### src/hdl/mlr_pkg.sv
// ----------------------------------------------------------------------------
// Midpoint line rasterizer package
// Command kinds and stepping cases shared by the rasterizer files.
// ----------------------------------------------------------------------------
package mlr_pkg;

  typedef enum logic {
    KIND_START = 1'b0,
    KIND_STEP  = 1'b1
  } kind_t;

  typedef enum logic [1:0] {
    CASE_X_RISE = 2'd0,
    CASE_Y_RISE = 2'd1,
    CASE_X_FALL = 2'd2,
    CASE_Y_FALL = 2'd3
  } octant_t;

endpackage

### src/hdl/mlr_if.sv
// ----------------------------------------------------------------------------
// Midpoint line rasterizer channels
// Command channel (segment start or step request) and pixel channel.
// ----------------------------------------------------------------------------
interface mlr_cmd_if #(parameter int COORD_BITS = 12);
  logic                  valid;
  logic                  ready;
  mlr_pkg::kind_t        kind;
  logic [COORD_BITS-1:0] x_start;
  logic [COORD_BITS-1:0] y_start;
  logic [COORD_BITS-1:0] x_end;
  logic [COORD_BITS-1:0] y_end;

  modport source (output valid, kind, x_start, y_start, x_end, y_end, input ready);
  modport sink   (input valid, kind, x_start, y_start, x_end, y_end, output ready);
endinterface

interface mlr_pix_if #(parameter int COORD_BITS = 12);
  logic                  valid;
  logic                  ready;
  logic [COORD_BITS-1:0] pixel_x;
  logic [COORD_BITS-1:0] pixel_y;
  logic                  last_pixel;

  modport source (output valid, pixel_x, pixel_y, last_pixel, input ready);
  modport sink   (input valid, pixel_x, pixel_y, last_pixel, output ready);
endinterface

### src/hdl/midpoint_line_rasterizer.sv
// ----------------------------------------------------------------------------
// Midpoint line rasterizer
// A pixel reaches the output register in the cycle after its word is
// accepted. Throughput: one word per cycle unless the pixel output stalls,
// set by the single register stage of decision value and current pixel.
// Reset clears the stepping state to idle and empties the output register.
// ----------------------------------------------------------------------------
module midpoint_line_rasterizer #(
  parameter int COORD_BITS = 12
) (
  input  logic      clk,
  input  logic      rst,
  mlr_cmd_if.sink   cmd,
  mlr_pix_if.source pix
);

  localparam int W  = COORD_BITS;
  localparam int DW = COORD_BITS + 3;

  logic [W-1:0]          cur_x, cur_x_next;
  logic [W-1:0]          cur_y, cur_y_next;
  logic [W-1:0]          major_end, major_end_next;
  logic signed [DW-1:0]  decision, decision_next;
  logic signed [DW-1:0]  incr_straight, incr_straight_next;
  logic signed [DW-1:0]  incr_diagonal, incr_diagonal_next;
  mlr_pkg::octant_t      octant_case, octant_case_next;
  logic                  active, active_next;

  logic                  out_valid;
  logic [W-1:0]          out_x, out_y;
  logic                  out_last;
  logic                  emit, emit_last;

  logic                  accept;
  logic signed [W:0]     dx, dy;
  logic [W-1:0]          adx, ady;
  logic                  swap, x_major, falling;
  logic [W-1:0]          big, small_len;
  logic [W-1:0]          px, py;
  logic                  diag;
  logic [W-1:0]          major_now;

  assign cmd.ready = !out_valid || pix.ready;
  assign accept    = cmd.valid && cmd.ready;

  always_comb begin
    dx      = $signed({1'b0, cmd.x_end}) - $signed({1'b0, cmd.x_start});
    dy      = $signed({1'b0, cmd.y_end}) - $signed({1'b0, cmd.y_start});
    adx     = dx[W] ? W'(-dx) : dx[W-1:0];
    ady     = dy[W] ? W'(-dy) : dy[W-1:0];
    swap    = dx[W];
    falling = (!dy[W] && (dy != '0)) ^ !dx[W];
    if (!dy[W] && (dy != '0) && !dx[W]) begin
      x_major = (ady <= adx);
    end else begin
      x_major = (adx > ady);
    end
    big       = x_major ? adx : ady;
    small_len = x_major ? ady : adx;
    px        = swap ? cmd.x_end : cmd.x_start;
    py        = swap ? cmd.y_end : cmd.y_start;

    diag      = decision[DW-1] || (decision == '0);
    major_now = '0;

    cur_x_next         = cur_x;
    cur_y_next         = cur_y;
    major_end_next     = major_end;
    decision_next      = decision;
    incr_straight_next = incr_straight;
    incr_diagonal_next = incr_diagonal;
    octant_case_next   = octant_case;
    active_next        = active;
    emit               = 1'b0;
    emit_last          = 1'b0;

    if (cmd.kind == mlr_pkg::KIND_START) begin
      octant_case_next   = mlr_pkg::octant_t'({falling, !x_major});
      cur_x_next         = px;
      cur_y_next         = py;
      major_end_next     = x_major ? (swap ? cmd.x_start : cmd.x_end)
                                   : (swap ? cmd.y_start : cmd.y_end);
      decision_next      = $signed({3'b000, big}) - $signed({2'b00, small_len, 1'b0});
      incr_straight_next = -$signed({2'b00, small_len, 1'b0});
      incr_diagonal_next = $signed({2'b00, W'(big - small_len), 1'b0});
      active_next        = (big != '0);
      emit               = 1'b1;
      emit_last          = (big == '0);
    end else if (active) begin
      decision_next = decision + (diag ? incr_diagonal : incr_straight);
      case (octant_case)
        mlr_pkg::CASE_X_RISE: begin
          cur_x_next = cur_x + 1'b1;
          cur_y_next = diag ? cur_y + 1'b1 : cur_y;
          major_now  = cur_x_next;
        end
        mlr_pkg::CASE_Y_RISE: begin
          cur_y_next = cur_y + 1'b1;
          cur_x_next = diag ? cur_x + 1'b1 : cur_x;
          major_now  = cur_y_next;
        end
        mlr_pkg::CASE_X_FALL: begin
          cur_x_next = cur_x + 1'b1;
          cur_y_next = diag ? cur_y - 1'b1 : cur_y;
          major_now  = cur_x_next;
        end
        default: begin
          cur_y_next = cur_y - 1'b1;
          cur_x_next = diag ? cur_x + 1'b1 : cur_x;
          major_now  = cur_y_next;
        end
      endcase
      active_next = (major_now != major_end);
      emit        = 1'b1;
      emit_last   = (major_now == major_end);
    end
  end

  always_ff @(posedge clk) begin
    if (rst) begin
      cur_x         <= '0;
      cur_y         <= '0;
      major_end     <= '0;
      decision      <= '0;
      incr_straight <= '0;
      incr_diagonal <= '0;
      octant_case   <= mlr_pkg::CASE_X_RISE;
      active        <= 1'b0;
    end else if (accept) begin
      cur_x         <= cur_x_next;
      cur_y         <= cur_y_next;
      major_end     <= major_end_next;
      decision      <= decision_next;
      incr_straight <= incr_straight_next;
      incr_diagonal <= incr_diagonal_next;
      octant_case   <= octant_case_next;
      active        <= active_next;
    end
  end

  always_ff @(posedge clk) begin
    if (rst) begin
      out_valid <= 1'b0;
    end else if (accept) begin
      out_valid <= emit;
    end else if (pix.ready) begin
      out_valid <= 1'b0;
    end
  end

  always_ff @(posedge clk) begin
    if (accept && emit) begin
      out_x    <= cur_x_next;
      out_y    <= cur_y_next;
      out_last <= emit_last;
    end
  end

  assign pix.valid      = out_valid;
  assign pix.pixel_x    = out_x;
  assign pix.pixel_y    = out_y;
  assign pix.last_pixel = out_last;

  a_idle_step_silent: assert property (@(posedge clk) disable iff (rst)
    (accept && cmd.kind == mlr_pkg::KIND_STEP && !active) |=> !pix.valid)
    else $error("step while idle produced a pixel");

  a_start_emits: assert property (@(posedge clk) disable iff (rst)
    (accept && cmd.kind == mlr_pkg::KIND_START) |=> pix.valid)
    else $error("segment start produced no pixel");

  a_point_segment: assert property (@(posedge clk) disable iff (rst)
    (accept && cmd.kind == mlr_pkg::KIND_START && cmd.x_start == cmd.x_end
     && cmd.y_start == cmd.y_end) |=> (pix.last_pixel && !active))
    else $error("single-point segment not flagged as last");

  a_last_goes_idle: assert property (@(posedge clk) disable iff (rst)
    (accept && cmd.kind == mlr_pkg::KIND_STEP && active && emit_last) |=> !active)
    else $error("block stayed active after the last pixel");

endmodule
### src/flat_wrapper.sv
// flat-port wrapper written by rule: the top's interface ports become plain ports
module midpoint_line_rasterizer_flat 
#(
  parameter int COORD_BITS = 12
)
  (clk, rst, cmd_valid, cmd_kind, cmd_x_start, cmd_y_start, cmd_x_end, cmd_y_end, cmd_ready, pix_valid, pix_pixel_x, pix_pixel_y, pix_last_pixel, pix_ready);
  mlr_cmd_if #(.COORD_BITS(COORD_BITS)) cmd_i ();
  mlr_pix_if #(.COORD_BITS(COORD_BITS)) pix_i ();
  input  logic clk;
  input  logic rst;
  input wire logic [$bits(cmd_i.valid)-1:0] cmd_valid;
  input wire logic [$bits(cmd_i.kind)-1:0] cmd_kind;
  input wire logic [$bits(cmd_i.x_start)-1:0] cmd_x_start;
  input wire logic [$bits(cmd_i.y_start)-1:0] cmd_y_start;
  input wire logic [$bits(cmd_i.x_end)-1:0] cmd_x_end;
  input wire logic [$bits(cmd_i.y_end)-1:0] cmd_y_end;
  output wire logic [$bits(cmd_i.ready)-1:0] cmd_ready;
  output wire logic [$bits(pix_i.valid)-1:0] pix_valid;
  output wire logic [$bits(pix_i.pixel_x)-1:0] pix_pixel_x;
  output wire logic [$bits(pix_i.pixel_y)-1:0] pix_pixel_y;
  output wire logic [$bits(pix_i.last_pixel)-1:0] pix_last_pixel;
  input wire logic [$bits(pix_i.ready)-1:0] pix_ready;
  assign cmd_i.valid = cmd_valid;
  assign cmd_i.kind = cmd_kind;
  assign cmd_i.x_start = cmd_x_start;
  assign cmd_i.y_start = cmd_y_start;
  assign cmd_i.x_end = cmd_x_end;
  assign cmd_i.y_end = cmd_y_end;
  assign cmd_ready = cmd_i.ready;
  assign pix_valid = pix_i.valid;
  assign pix_pixel_x = pix_i.pixel_x;
  assign pix_pixel_y = pix_i.pixel_y;
  assign pix_last_pixel = pix_i.last_pixel;
  assign pix_i.ready = pix_ready;
  midpoint_line_rasterizer #(.COORD_BITS(COORD_BITS)) u_core (.clk(clk), .rst(rst), .cmd(cmd_i), .pix(pix_i));
endmodule
### config.mk
export PLATFORM = sky130hd
export DESIGN_NAME = midpoint_line_rasterizer_flat
export DESIGN_NICKNAME = d
export VERILOG_FILES = /design/src/hdl/mlr_pkg.sv /design/src/hdl/mlr_if.sv /design/src/hdl/midpoint_line_rasterizer.sv /design/src/flat_wrapper.sv
export SDC_FILE = /design/constraint.sdc
export NUM_CORES = 1
export LEC_CHECK = 0
export ABC_CLOCK_PERIOD_IN_PS = 16430
export BUFFER_PORTS_ARGS = -buffer_cell sky130_fd_sc_hd__buf_2
export CORE_MARGIN = 5
export CORE_UTILIZATION = 45
export DETAILED_ROUTE_END_ITERATION = 8
export SLEW_MARGIN = 0
export SYNTH_ARGS = -nofsm -noshare
export SYNTH_HDL_FRONTEND = slang
export SYNTH_SLANG_ARGS = --single-unit
### constraint.sdc
create_clock -name clk -period 16.43 [get_ports clk]
set_input_delay 0.8215 -clock clk [delete_from_list [all_inputs] [get_ports clk]]
set_output_delay 0.8215 -clock clk [all_outputs]
set_load 0.01 [all_outputs]
* Word-level counts from Yosys, hierarchy flattened
Cells that the tools add are included. W data, S select, Z words.
Cells by class: $add $sub $neg 11, $mul 0, divide/modulo/power cells 0, magnitude comparators 2, equality and inequality tests 5, shifts and indexed selects 0, mux-type cells 33, bitwise gates (word level) 2, reductions and logical operators 19
Operators by type and width (count):
- $mux W12 | 19
- $mux W15 | 3
- $pmux W12 S3 | 1
- $sub A12 B12 Y13 | 2
- $add A12 B1 Y12 const B | 2
- $neg A12 Y12 | 2
- $pmux W12 S2 | 1
- $add A15 B15 Y15 | 1
- $logic_not A15 Y1 | 1
- $neg A13 Y15 | 1
- $sub A12 B13 Y14 | 1
- $reduce_bool A13 Y1 | 1
- $eq A12 B12 Y1 | 1
- $gt A12 B12 Y1 | 1
- $le A12 B12 Y1 | 1
- $logic_not A12 Y1 | 1
- $ne A12 B12 Y1 | 1
- $reduce_bool A12 Y1 | 1
- $sub A12 B1 Y12 const B | 1
- $sub A12 B12 Y12 | 1
- $mux W1 | 9
- $logic_and A1 B1 Y1 | 4
- $logic_not A1 Y1 | 4
- $reduce_and A2 Y1 | 2
- other kinds (9) | 10
Storage, ports and cells: bits in registers 107, bits in latches 0, RAM bits 0, memory bits (read-only) 0, output and inout port bits 27, logic and storage cells 84, memories 0

* Logic depth before layout (Yosys ltp)
Gate-level depths: netlist of run 1.
depth in word-level cells 8, depth in mapped cells 40, depth with buffers taken out 37

* Worst setup path after synthesis of run 1
OpenSTA, ideal clock, no wires.
path kind in2reg, start point input cmd_y_end[0], end point register u_core.decision[13], setup time 0.183 ns, arrival 7.900 ns, required time 16.247 ns, setup slack 8.347 ns, stages on the path 38, cell sequence inv_1 > ha_1 > inv_1 > fa_1 > a211o_1 > a21o_1 > a31oi_4 > o21ai_2 > nor2_1 > xnor2_1 > inv_1 > ha_1 > a21o_1 > a21oi_1 > nor2b_1 > o21ai_0 > nand2b_1 > a21oi_1 > [... 2 more ...] > nand2_4 > buf_2 > clkbuf_1 > buf_1 > nor2_1 > a21oi_1 > ha_1 > o31ai_1 > maj3_1 > a221oi_1 > nand3_1 > a21o_1 > a32oi_1 > nor3_1 > o31ai_2 > nand2_1 > a221oi_1 > a211oi_1
Between the ends: longest elaborated chain between the ends 8
Ends and longest elaborated chain:
- start, declared | line flat_wrapper.sv:16 | input wire logic [$bits(cmd_i.y_end)-1:0] cmd_y_end;
- $sub A12 B12 Y13 * | line midpoint_line_rasterizer.sv:48 | dy = $signed({1'b0, cmd.y_end}) - $signed({1'b0, cmd.y_start});
- $neg A12 Y12 (tied with other cells) | line midpoint_line_rasterizer.sv:50 | ady = dy[W] ? W'(-dy) : dy[W-1:0];
- $mux W12 / $logic_and A1 B1 Y1 (equally long branches) | line midpoint_line_rasterizer.sv:50, midpoint_line_rasterizer.sv:53
- $gt A12 B12 Y1 (tied with other cells) | line midpoint_line_rasterizer.sv:56 | x_major = (adx > ady);
- $mux W1 | line midpoint_line_rasterizer.sv:53 | if (!dy[W] && (dy != '0) && !dx[W]) begin
- $mux W12 (on tied branches) | line midpoint_line_rasterizer.sv:58, midpoint_line_rasterizer.sv:59
- $sub A12 B13 Y14 * | line midpoint_line_rasterizer.sv:83 | decision_next = $signed({3'b000, big}) - $signed({2'b00, small_len, 1'b0});
- $mux W15 * | line midpoint_line_rasterizer.sv:77 | if (cmd.kind == mlr_pkg::KIND_START) begin
- end signal, assigned | line midpoint_line_rasterizer.sv:133 | decision <= decision_next;
- end, declared | line midpoint_line_rasterizer.sv:23 | logic signed [DW-1:0] decision, decision_next;
Every way passes the cells marked *; elsewhere a longest branch is shown, timed or not. A chain may end at the register's enable or synchronous reset.

* Worst setup path after layout of run 1
start point input cmd_x_end[0], end point register u_core.decision[13]
Between the ends: longest elaborated chain between the ends 8
Ends and longest elaborated chain:
- start, declared | line flat_wrapper.sv:15 | input wire logic [$bits(cmd_i.x_end)-1:0] cmd_x_end;
- $sub A12 B12 Y13 * | line midpoint_line_rasterizer.sv:47 | dx = $signed({1'b0, cmd.x_end}) - $signed({1'b0, cmd.x_start});
- $neg A12 Y12 | line midpoint_line_rasterizer.sv:49 | adx = dx[W] ? W'(-dx) : dx[W-1:0];
- $mux W12 | line midpoint_line_rasterizer.sv:49
- $gt A12 B12 Y1 / $le A12 B12 Y1 (equally long branches) | line midpoint_line_rasterizer.sv:56, midpoint_line_rasterizer.sv:54
- $mux W1 | line midpoint_line_rasterizer.sv:53
- $mux W12 (on tied branches) | line midpoint_line_rasterizer.sv:58, midpoint_line_rasterizer.sv:59
- $sub A12 B13 Y14 * | line midpoint_line_rasterizer.sv:83
- $mux W15 * | line midpoint_line_rasterizer.sv:77
Marks and branches as above.

==> impl_metrics.json, run 1 <==
{
  "hp-start": "u_core.incr_straight[9]",
  "rsz0062_at_grt": "false",
  "layout_commonest_cell": "nand2_1",
  "p_int_mw": 0.855,
  "ys_ff_latch": 106,
  "status": "completed",
  "min_path_cells": 2,
  "synth_cell_types": 86,
  "grt_pass1_vias": 9332,
  "vias": 10100,
  "clock_latency_ns": 0.35,
  "syn_inst": 1385,
  "end_kind": "register",
  "powerDensity_mw_per_mm2": 156,
  "power.switching_mw": 0.885,
  "dr.pass1.iters": 6,
  "reg2reg_from": "u_core.decision[2]",
  "synth-edff-count": 25,
  "multiInputGateArea_sq_mm": 0.00735,
  "maxSlewViolCount": 0,
  "drive_above_1_share_pct": 10.8,
  "fmaxAchievable_ghz": 0.108,
  "tns_ns": 0,
  "cts_setup_buffers": 0,
  "areaGrowthSynthToFinish_pct": 8.39,
  "regArea_sq_mm": 0.00237,
  "port_buffers": 79,
  "ir_drop_v": 0.0000997,
  "layout_common_cells": "nand2_1, a21oi_1, nor2_1",
  "cts_buffers": 9,
  "clockRootBuffer": "clkbuf_16",
  "yosys.area.top_type": "dfxtp_1",
  "core_area_sq_mm": 0.0226,
  "io_pins": 80,
  "layoutNonFillerInstCount": 1706,
  "critPathMaxStageDelay_ns": 0.79,
  "grt_overflow": 0,
  "die_y_um": 161,
  "ant_nets": 0,
  "cap_violations": 0,
  "async_flop_share_pct": 0,
  "min_path_type": "reg -> reg",
  "nets": 1530,
  "relSlewSlack_pct": 27.4,
  "drt_iter0_drc": 721,
  "wire_per_inst_um": 18.9,
  "ys.flop_type": "dfxtp_1",
  "crit_path_start_kind": "input pin",
  "r2r_cells": 20,
  "rows": 55,
  "gp_congestion": 0.939,
  "grt_usage_pct": 24.0,
  "p_clk_share_pct": 12.3,
  "antenna_found_initial": 1,
  "viasPerCell": 5.93,
  "grt_max_degree": 85,
  "synth_area_leaders": "dfxtp_1, nand2_1, xnor2_1, edfxtp_1, ha_1",
  "worstMarginPinSlew_ns": 1.09,
  "avgSynthCellArea_sq_um": 7.42,
  "syn_area_sq_mm": 0.0103,
  "die_area_sq_mm": 0.0260,
  "p_sw_share_pct": 50.9,
  "cts_tree": "done",
  "post-route-drc-count": 0,
  "p_seq_share_pct": 19.1,
  "ys_warn_count": 0,
  "leakagePower_nw": 4.50,
  "critPathKind": "in -> reg",
  "setup-violations-final": 0,
  "synth_top_cell_area_share_pct": 15.8,
  "comb_power_share_pct": 68.5,
  "clk_pin_slew_ns": 0.08,
  "die_w_um": 161,
  "clock_path_buffers": 2,
  "critical_path_arrival_ns": 9.46,
  "finClkSkew_ns": 0.0139,
  "synthesis.nets": 1500,
  "period_needed_ns": 9.28,
  "fillers": 2329,
  "path_max_fanout": 63,
  "finalCritPeriodShare_pct": 56.5,
  "initial_core_util_pct": 45.5,
  "slowest_stage": "inv_2",
  "wl_um": 32200,
  "startpoint": "cmd_x_end[0]",
  "dp_hpwl_um": 24800,
  "hold_viol": 0,
  "crit_required_ns": 16.61,
  "holdBufCountCts": 0,
  "cts_max_level": 3,
  "cts.sinks": 106,
  "placed_cells": 1689,
  "grt_pass1_wl_um": 50800,
  "post_cts_resize_count": 0,
  "synth_seq_area_share_pct": 23.1
}
==> cells by family (layout without fill, tap and decap cells) <==
group	after synthesis	count (layout)	share of synthesized area, %
adder cells (fa/ha/maj)	63	63	7.86
AND/OR/NAND/NOR	505	505	22.2
multiplexers	41	41	4.14
XOR/XNOR	136	136	12.2
AO/OA/AOI/OAI	391	391	25.1
buffers and inverters	143	178	5.45
other	0	1	0
flip-flops	106	106	23.1
==> synth_stat cells, drive strengths merged (15+ instances only) <==
library cell	number
dfxtp	81
xnor2	93
a31oi	17
o21ai	71
clkbuf	53
a211oi	21
a21o	25
nand4	17
mux2i	29
and3	15
o211ai	27
xor2	42
inv	63
nand3	46
buf	22
edfxtp	25
nand2	212
ha	59
nor2	116
a21oi	135
nor3	38
==> through the flow <==
step | hold slack, ns | setup slack, ns | util, % | instance area (sq um) | power [mW]
after floorplan | 0.428 | 8.35 | - | 10300 | 1.21
after global placement | 0.437 | 7.11 | 48.0 | 10800 | 1.51
after detailed placement | 0.444 | 6.92 | 48.0 | 10800 | 1.51
after CTS | 0.455 | 7.30 | 49.3 | 11100 | 1.73
after global routing | 0.477 | 6.35 | 49.4 | 11100 | 1.88
final | 0.453 | 7.15 | 49.4 | 11100 | 1.74
==> routing by layer <==
layer	routed length, um	share of wire (%)	track usage [%]
met4	586	1.8	5.82
met3	1710	5.3	2.45
met1	16100	50	36.3
met2	13900	43	36.8
met5	0	0	0
==> worst paths after layout <==
kind,endpoint,slack (ns)
setup / recovery,u_core.decision[13],7.15
hold / removal,u_core.incr_straight[9],0.45
setup reg to reg,u_core.decision[14],11.71
hold reg to reg,u_core.incr_straight[9],0.45
==> power by group through the flow <==
stage / Sequential [mW] / Combinational [mW] / Clock, mW
detailed placement: 0.339 / 1.17 / 0
CTS: 0.333 / 1.18 / 0.220
global route: 0.339 / 1.31 / 0.228
finish: 0.333 / 1.19 / 0.214
floorplan: 0.330 / 0.884 / 0
global placement: 0.339 / 1.17 / 0
==> final cells by class <==
type | instances | share of cell area [%]
multi-input cells | 1136 | 66.0
flip-flops and latches | 106 | 21.3
repair buffers | 94 | 4.56
well taps | 285 | 3.20
inverters | 68 | 2.29
clock buffers | 9 | 2.02
clock inverters | 7 | 0.606
diodes | 1 | 0.0225
==> state kept, by name, indices dropped and copies added, names as in the netlist <==
| register | cells |
|---|---|
| u_core.pix.last_pixel | 1 |
| u_core.pix.pixel_x | 12 |
| u_core.pix.valid | 1 |
| u_core.incr_diagonal | 12 |
| u_core.active | 1 |
| u_core.cur_x | 12 |
| u_core.incr_straight | 14 |
| u_core.cur_y | 12 |
| u_core.pix.pixel_y | 12 |
| u_core.major_end | 12 |
| u_core.octant_case | 2 |
| u_core.decision | 15 |
==> worst max-delay path, delay by kind of cell <==
kind / cells / cell delay [ns]
simple gates: 10 / 1.65
buf+inv: 5 / 1.22
compound gates: 17 / 3.68
fa+ha+maj: 5 / 1.46
xor+xnor: 1 / 0.57
Note: power is estimated with default switching activity, not from simulation.
==> inputs of run 2 (changes only) <==
Settings changed: ABC_AREA from default to 1, ABC_CLOCK_PERIOD_IN_PS 16430 to 7600.
Clock period 16.43 ns to 7.6 ns, I/O delays scaled along.
==> run 2 against run 1 <==
First-iteration DRC count grew 44%. Sequential cell count is the same. Clock power grew 130%. Worst hold slack lost 0.14 ns. Clock skew shrank 0.0045 ns. Synthesized cell count grew 32%. Largest cell class unchanged. Area after synthesis grew 7.9%. Cell count grew 28%. Critical path depth shrank 5. Via count grew 18%. Setup slack lost 5.4 ns.
==> impl_metrics.json, run 2 <==
{
  "status": "completed",
  "die_y_um": 167,
  "grt_max_degree": 67,
  "critical_path_arrival_ns": 6.11,
  "drt_iter0_drc": 1035,
  "finClkSkew_ns": 0.00943,
  "reg2reg_slack_ns": 3.12,
  "io_pins": 80,
  "tns_ns": 0,
  "largest_register_ffs": 15,
  "synth_area_leaders": "nand2_1, dfxtp_1, inv_1, o21ai_0, edfxtp_1",
  "async_flop_share_pct": 0,
  "fin_util_pct": 49.2,
  "syn_area_sq_mm": 0.0111,
  "path_max_fanout": 55,
  "slowest_stage": "clkinv_1",
  "worstMarginPinSlew_ns": 0.926,
  "powerDensity_mw_per_mm2": 292,
  "vias": 11900,
  "antenna_cells": 0,
  "viasPerCell": 5.46,
  "layout_common_cells": "nand2_1, inv_1, o21ai_0",
  "clk_pin_slew_ns": 0.08,
  "hold_slack_ns": 0.313,
  "regMostFlops": "u_core.decision",
  "reg2reg_from": "u_core.decision[2]",
  "hold_end": "u_core.pix.valid",
  "r2r_cells": 27,
  "crit_path_start_kind": "input pin",
  "syn_inst": 1824,
  "synth-edff-count": 25,
  "cts.sinks": 106,
  "holdBufCountCts": 0,
  "crit_family": "simple AND/OR/NAND/NOR gates",
  "period_needed_ns": 5.86,
  "ys_ff_latch": 106,
  "min_path_type": "in -> reg",
  "grt_overflow": 0,
  "antenna_found_initial": 2,
  "avgSynthCellArea_sq_um": 6.08,
  "largestRegisters": "u_core.decision x15, u_core.incr_straight x14",
  "areaGrowthSynthToFinish_pct": 7.92,
  "synth_common_cells": "nand2_1, inv_1, o21ai_0",
  "path_common_cell": "nand2_1",
  "hp-start": "pix_ready",
  "setup-violations-final": 0,
  "worstReg2RegEnd": "u_core.decision[13]",
  "maxSlewViolCount": 0,
  "ys_warn_count": 0,
  "dr.pass1.iters": 5,
  "grt_pass1_wl_um": 58000,
  "nets": 1969,
  "wl_um": 36800,
  "gp_congestion": 0.966,
  "ir_drop_v": 0.000287,
  "finalCritPeriodShare_pct": 77.1,
  "dp_worst_setup_slack_ns": 1.48,
  "hold_viol": 0,
  "synth_top_cell_area_share_pct": 15.7,
  "die_w_um": 167,
  "clockRootBuffer": "clkbuf_16",
  "synthesis.nets": 1939,
  "grt_pass1_vias": 10800,
  "relSlewSlack_pct": 38.2,
  "crit_required_ns": 7.85,
  "yosys.area.top_type": "nand2_1",
  "end_kind": "register",
  "rsz0062_at_grt": "false",
  "critPathMaxStageDelay_ns": 0.55,
  "cts_buffers": 9,
  "cts_setup_buffers": 0,
  "cts_max_level": 3,
  "drive_above_1_share_pct": 11.1,
  "post_cts_resize_count": 0,
  "die_area_sq_mm": 0.0279,
  "cts_tree": "done",
  "leakagePower_nw": 6.04,
  "port_buffers": 79,
  "rows": 57,
  "post-route-drc-count": 0,
  "cap_violations": 0,
  "total_power_mw": 3.50,
  "core_area_sq_mm": 0.0243,
  "fmaxAchievable_ghz": 0.171,
  "synth_seq_area_share_pct": 21.4,
  "clock_latency_ns": 0.36,
  "ant_nets": 0,
  "dp_hpwl_um": 28800,
  "finalWorstSetupSlack_ns": 1.74,
  "grt_usage_pct": 25.5,
  "min_path_cells": 4,
  "layout_commonest_cell": "nand2_1",
  "critPathKind": "in -> reg",
  "clock_path_buffers": 2,
  "wire_per_inst_um": 16.9,
  "synth_cell_types": 57,
  "initial_core_util_pct": 45.6,
  "worstPathBufferInverterCount": 8,
  "yosysMostFrequentCell": "nand2_1",
  "ys.flop_type": "dfxtp_1"
}
## run 2: changes by cell type after synthesis, moves of 15 or more
cell,change
inv_2,+19
o211ai_1,+15
o21ai_0,+95
nand3_1,+86
inv_1,+197
nand2_1,+254
nor3_1,-19
mux2i_1,-29
xnor2_1,-77
nand2_2,+39
a21o_1,-23
## run 2: per-layer routing
| layer | part of all wire, % | track usage (%) | vias up |
|---|---|---|---|
| met2 | 42 | 38.2 | 435 |
| met5 | 0.060 | 0 | - |
| met1 | 49 | 38.9 | 5389 |
| met3 | 7.7 | 3.44 | 42 |
| li1 | - | - | 6054 |
| met4 | 1.4 | 5.30 | 4 |
## run 2: worst max path at each step
stage	from	slack [ns]	depth (start not counted)	endpoint
3_3_place_gp	cmd_x_end[0]	1.55	33	u_core.decision[12]
2_1_floorplan	cmd_x_end[0]	2.93	31	u_core.decision[12]
4_1_cts	cmd_x_end[0]	1.83	33	u_core.decision[12]
3_5_place_dp	cmd_x_end[0]	1.48	33	u_core.decision[12]
6_report	cmd_x_end[0]	1.74	33	u_core.decision[12]
5_1_grt	cmd_x_end[0]	1.04	33	u_core.decision[12]
## run 2: worst reg2reg max path: stages (launching register included)
cell	delay, ns
dfxtp_1	0.36
nor4_1	0.45
nand4_1	0.20
nand2_1	0.12
buf_4	0.40
nand2_1	0.11
o21ai_0	0.16
ha_1	0.27
fa_1	0.17
inv_1	0.06
o31ai_1	0.31
inv_1	0.07
nor2_1	0.14
nor2_1	0.06
o21ai_0	0.25
inv_1	0.07
o21ai_0	0.29
nand3_1	0.11
nand2_1	0.10
nand2_1	0.05
inv_1	0.07
o21a_1	0.11
nor2_1	0.05
a21oi_1	0.11
o21ai_0	0.10
nand2_1	0.06
inv_1	0.04
a21oi_1	0.12
## run 2: power by group
group | switching, mW | total, mW | internal, mW
clock | 0.235 | 0.493 | 0.258
combinational | 1.61 | 2.31 | 0.705
sequential | 0.0476 | 0.690 | 0.642
total | 1.89 | 3.50 | 1.61
## run 2: area by class of cell
cell class                      instances  area [sq um]
Fill cell                            2605         12400
Multi-Input combinational cell       1367          7360
Sequential cell                       106          2370
Inverter                              282          1060
Timing Repair Buffer                   88           463
Tap cell                              324           405
Clock buffer                            9           225
Clock inverter                          7          76.3
## run 2: per-stage QoR
stage / instances / instance area (sq um)
final: 2183 / 12000
after global routing: 2183 / 12000
after CTS: 2183 / 12000
after detailed placement: 2167 / 11700
after global placement: 2167 / 11700
after floorplan: 1824 / 11100
## run 2: logic make-up (layout without fill, tap and decap cells)
logic type | count (synthesis) | after routing | synth area share, %
XOR/XNOR | 56 | 56 | 4.42
adder cells (fa/ha/maj) | 62 | 62 | 7.20
buffers and inverters | 351 | 386 | 12.4
flip-flops | 106 | 106 | 21.4
AO/OA/AOI/OAI | 413 | 413 | 21.0
AND/OR/NAND/NOR | 836 | 836 | 33.6
==> inputs of run 3 (changes only) <==
Settings changed: ABC_AREA 1 to 0, ABC_CLOCK_PERIOD_IN_PS 7600 to 5400.
Clock period 7.6 ns to 5.4 ns, I/O delays scaled along.
==> run 3 against run 2 <==
The run now ends with setup timing left. Non-clock buffer count grew 302. Cell count shrank 8.3%. Die area shrank 6.9%. Via count shrank 5.3%. Sequential cell count is the same. Global-route usage grew 1.3 points. Highest routed layer is now met4.
==> impl_metrics.json, run 3 (synthesized netlist as in run 1, its figures left out) <==
{
  "status": "finished with violations",
  "failed_checks": "setup timing",
  "cts_tree": "done",
  "vias": 11300,
  "dp_worst_setup_slack_ns": -0.989,
  "ant_nets": 0,
  "fin_util_pct": 62.6,
  "crit_path_start_kind": "input pin",
  "rows": 55,
  "post-route-drc-count": 0,
  "maxSlewViolCount": 0,
  "leakagePower_nw": 6.11,
  "die_y_um": 161,
  "regMostFlops": "u_core.decision",
  "worstMarginPinSlew_ns": 0.990,
  "finalWorstSetupSlack_ns": -0.569,
  "drive_above_1_share_pct": 31.5,
  "setup-violations-final": 10,
  "finClkSkew_ns": 0.0130,
  "crit_family": "compound AO/OA/AOI/OAI gates",
  "clock_path_buffers": 2,
  "clk_pin_slew_ns": 0.07,
  "drt_iter0_drc": 914,
  "cts_buffers": 9,
  "dr.pass1.iters": 5,
  "min_path_type": "in -> reg",
  "clockRootBuffer": "clkbuf_16",
  "slowest_stage": "o41a_1",
  "period_needed_ns": 5.97,
  "grt_max_degree": 85,
  "path_max_fanout": 5,
  "io_pins": 80,
  "clock_latency_ns": 0.36,
  "rsz0062_at_grt": "true",
  "wl_met1_um": 16800,
  "critical_path_arrival_ns": 6.17,
  "wire_per_inst_um": 17.9,
  "grt_pass1_vias": 10600,
  "cts.sinks": 106,
  "layout_commonest_cell": "buf_4",
  "critPathMaxStageDelay_ns": 0.43,
  "critPathKind": "in -> reg",
  "viasPerCell": 5.64,
  "cts_max_level": 3,
  "antenna_cells": 0,
  "layoutNonFillerInstCount": 2001,
  "areaGrowthSynthToFinish_pct": 37.5,
  "powerDensity_mw_per_mm2": 512,
  "hold_viol": 0,
  "ir_drop_v": 0.000320,
  "fmaxAchievable_ghz": 0.168,
  "nets": 1826,
  "cap_violations": 0,
  "grt_usage_pct": 26.7,
  "fillers": 2112,
  "die_area_sq_mm": 0.0260,
  "crit_required_ns": 5.60,
  "holdBufCountCts": 0,
  "worstPathBufferInverterCount": 5,
  "layout_common_cells": "buf_4, nand2_1, a21oi_1",
  "dp_hpwl_um": 27700,
  "finalCritPeriodShare_pct": 111,
  "grt_pass1_wl_um": 56500,
  "relSlewSlack_pct": 34.0,
  "wl_met3_um": 2520,
  "path_common_cell": "buf_4",
  "grt_overflow": 0,
  "wl_um": 35800,
  "placed_cells": 1953,
  "core_area_sq_mm": 0.0226,
  "initial_core_util_pct": 45.5,
  "gp_congestion": 0.971,
  "wl_met2_um": 15700,
  "largest_register_ffs": 15,
  "topRoutingLayerUsed": "met4",
  "die_w_um": 161,
  "end_kind": "register",
  "largestRegisters": "u_core.decision x15, u_core.incr_straight x14",
  "antenna_found_initial": 0,
  "port_buffers": 79
}
## run 3: cell types whose count changed in the layout (fill, tap and decap cells not counted), moves of 23 or more
| cell | before | now |
|---|---|---|
| buf_4 | 9 | 301 |
| o21ai_0 | 160 | 56 |
| inv_1 | 258 | 53 |
| mux2i_1 | 0 | 27 |
| nand2_2 | 39 | 0 |
| nand3_1 | 132 | 41 |
| a21o_1 | 2 | 25 |
| nand2_1 | 465 | 211 |
| xnor2_1 | 13 | 77 |
## run 3: per-layer routing
metal	track usage, %	vias to the layer above
li1	-	5608
met1	38.9	5292
met2	42.1	344
met3	4.18	45
met4	5.43	0
met5	0	-
## run 3: tightest hold or removal path, stage by stage
cell,delay (ns)
buf_2,0.07
nand2b_1,0.14
a21oi_1,0.07
## run 3: path summary, 6_finish.rpt
check | from | endpoint | slack (ns) | cells after the start
hold / removal | pix_ready | u_core.pix.valid | 0.25 | 3
hold reg to reg | u_core.incr_straight[1] | u_core.incr_straight[1] | 0.45 | 2
setup / recovery | cmd_x_end[0] | u_core.decision[13] | -0.57 | 33
setup reg to reg | u_core.decision[2] | u_core.decision[14] | 0.57 | 20
## run 3: through the flow
stage                     area (sq um)  power (mW)  hold WS [ns]  setup TNS (ns)
after floorplan                  10600        3.85         0.428           -4.96
after global placement           13100        5.62         0.435          -10.34
after detailed placement         13100        5.66         0.443          -12.54
after CTS                        13600        6.54         0.250           -1.83
after global routing             14100        7.71         0.303           -5.57
final                            14100        7.24         0.255           -2.30
## run 3: timing repair
item                                    CTS  global route
endpoints found under the setup margin   20            29
pin swaps                                22            49
endpoints found under the hold margin     0             0
buffers inserted                          8            24
resized for setup                        18            75
gates cloned                              1             2
## run 3: cell type report
type                       count  area [sq um]  area share (%)
timing repair buffer         390          2850            20.2
inverter                      68           274            1.94
multi-input combinational   1136          7980            56.5
clock buffer                   9           225            1.59
tap                          285           357            2.52
clock inverter                 7          67.6           0.478
sequential                   106          2370            16.8
## run 3: report_power, final
| group | leakage, nW | internal, mW | switching [mW] | total (mW) |
|---|---|---|---|---|
| logic | 5.06 | 2.69 | 2.86 | 5.56 |
| clock network | 0.145 | 0.326 | 0.338 | 0.664 |
| registers | 0.904 | 0.929 | 0.0916 | 1.02 |
| total | 6.11 | 3.95 | 3.29 | 7.24 |
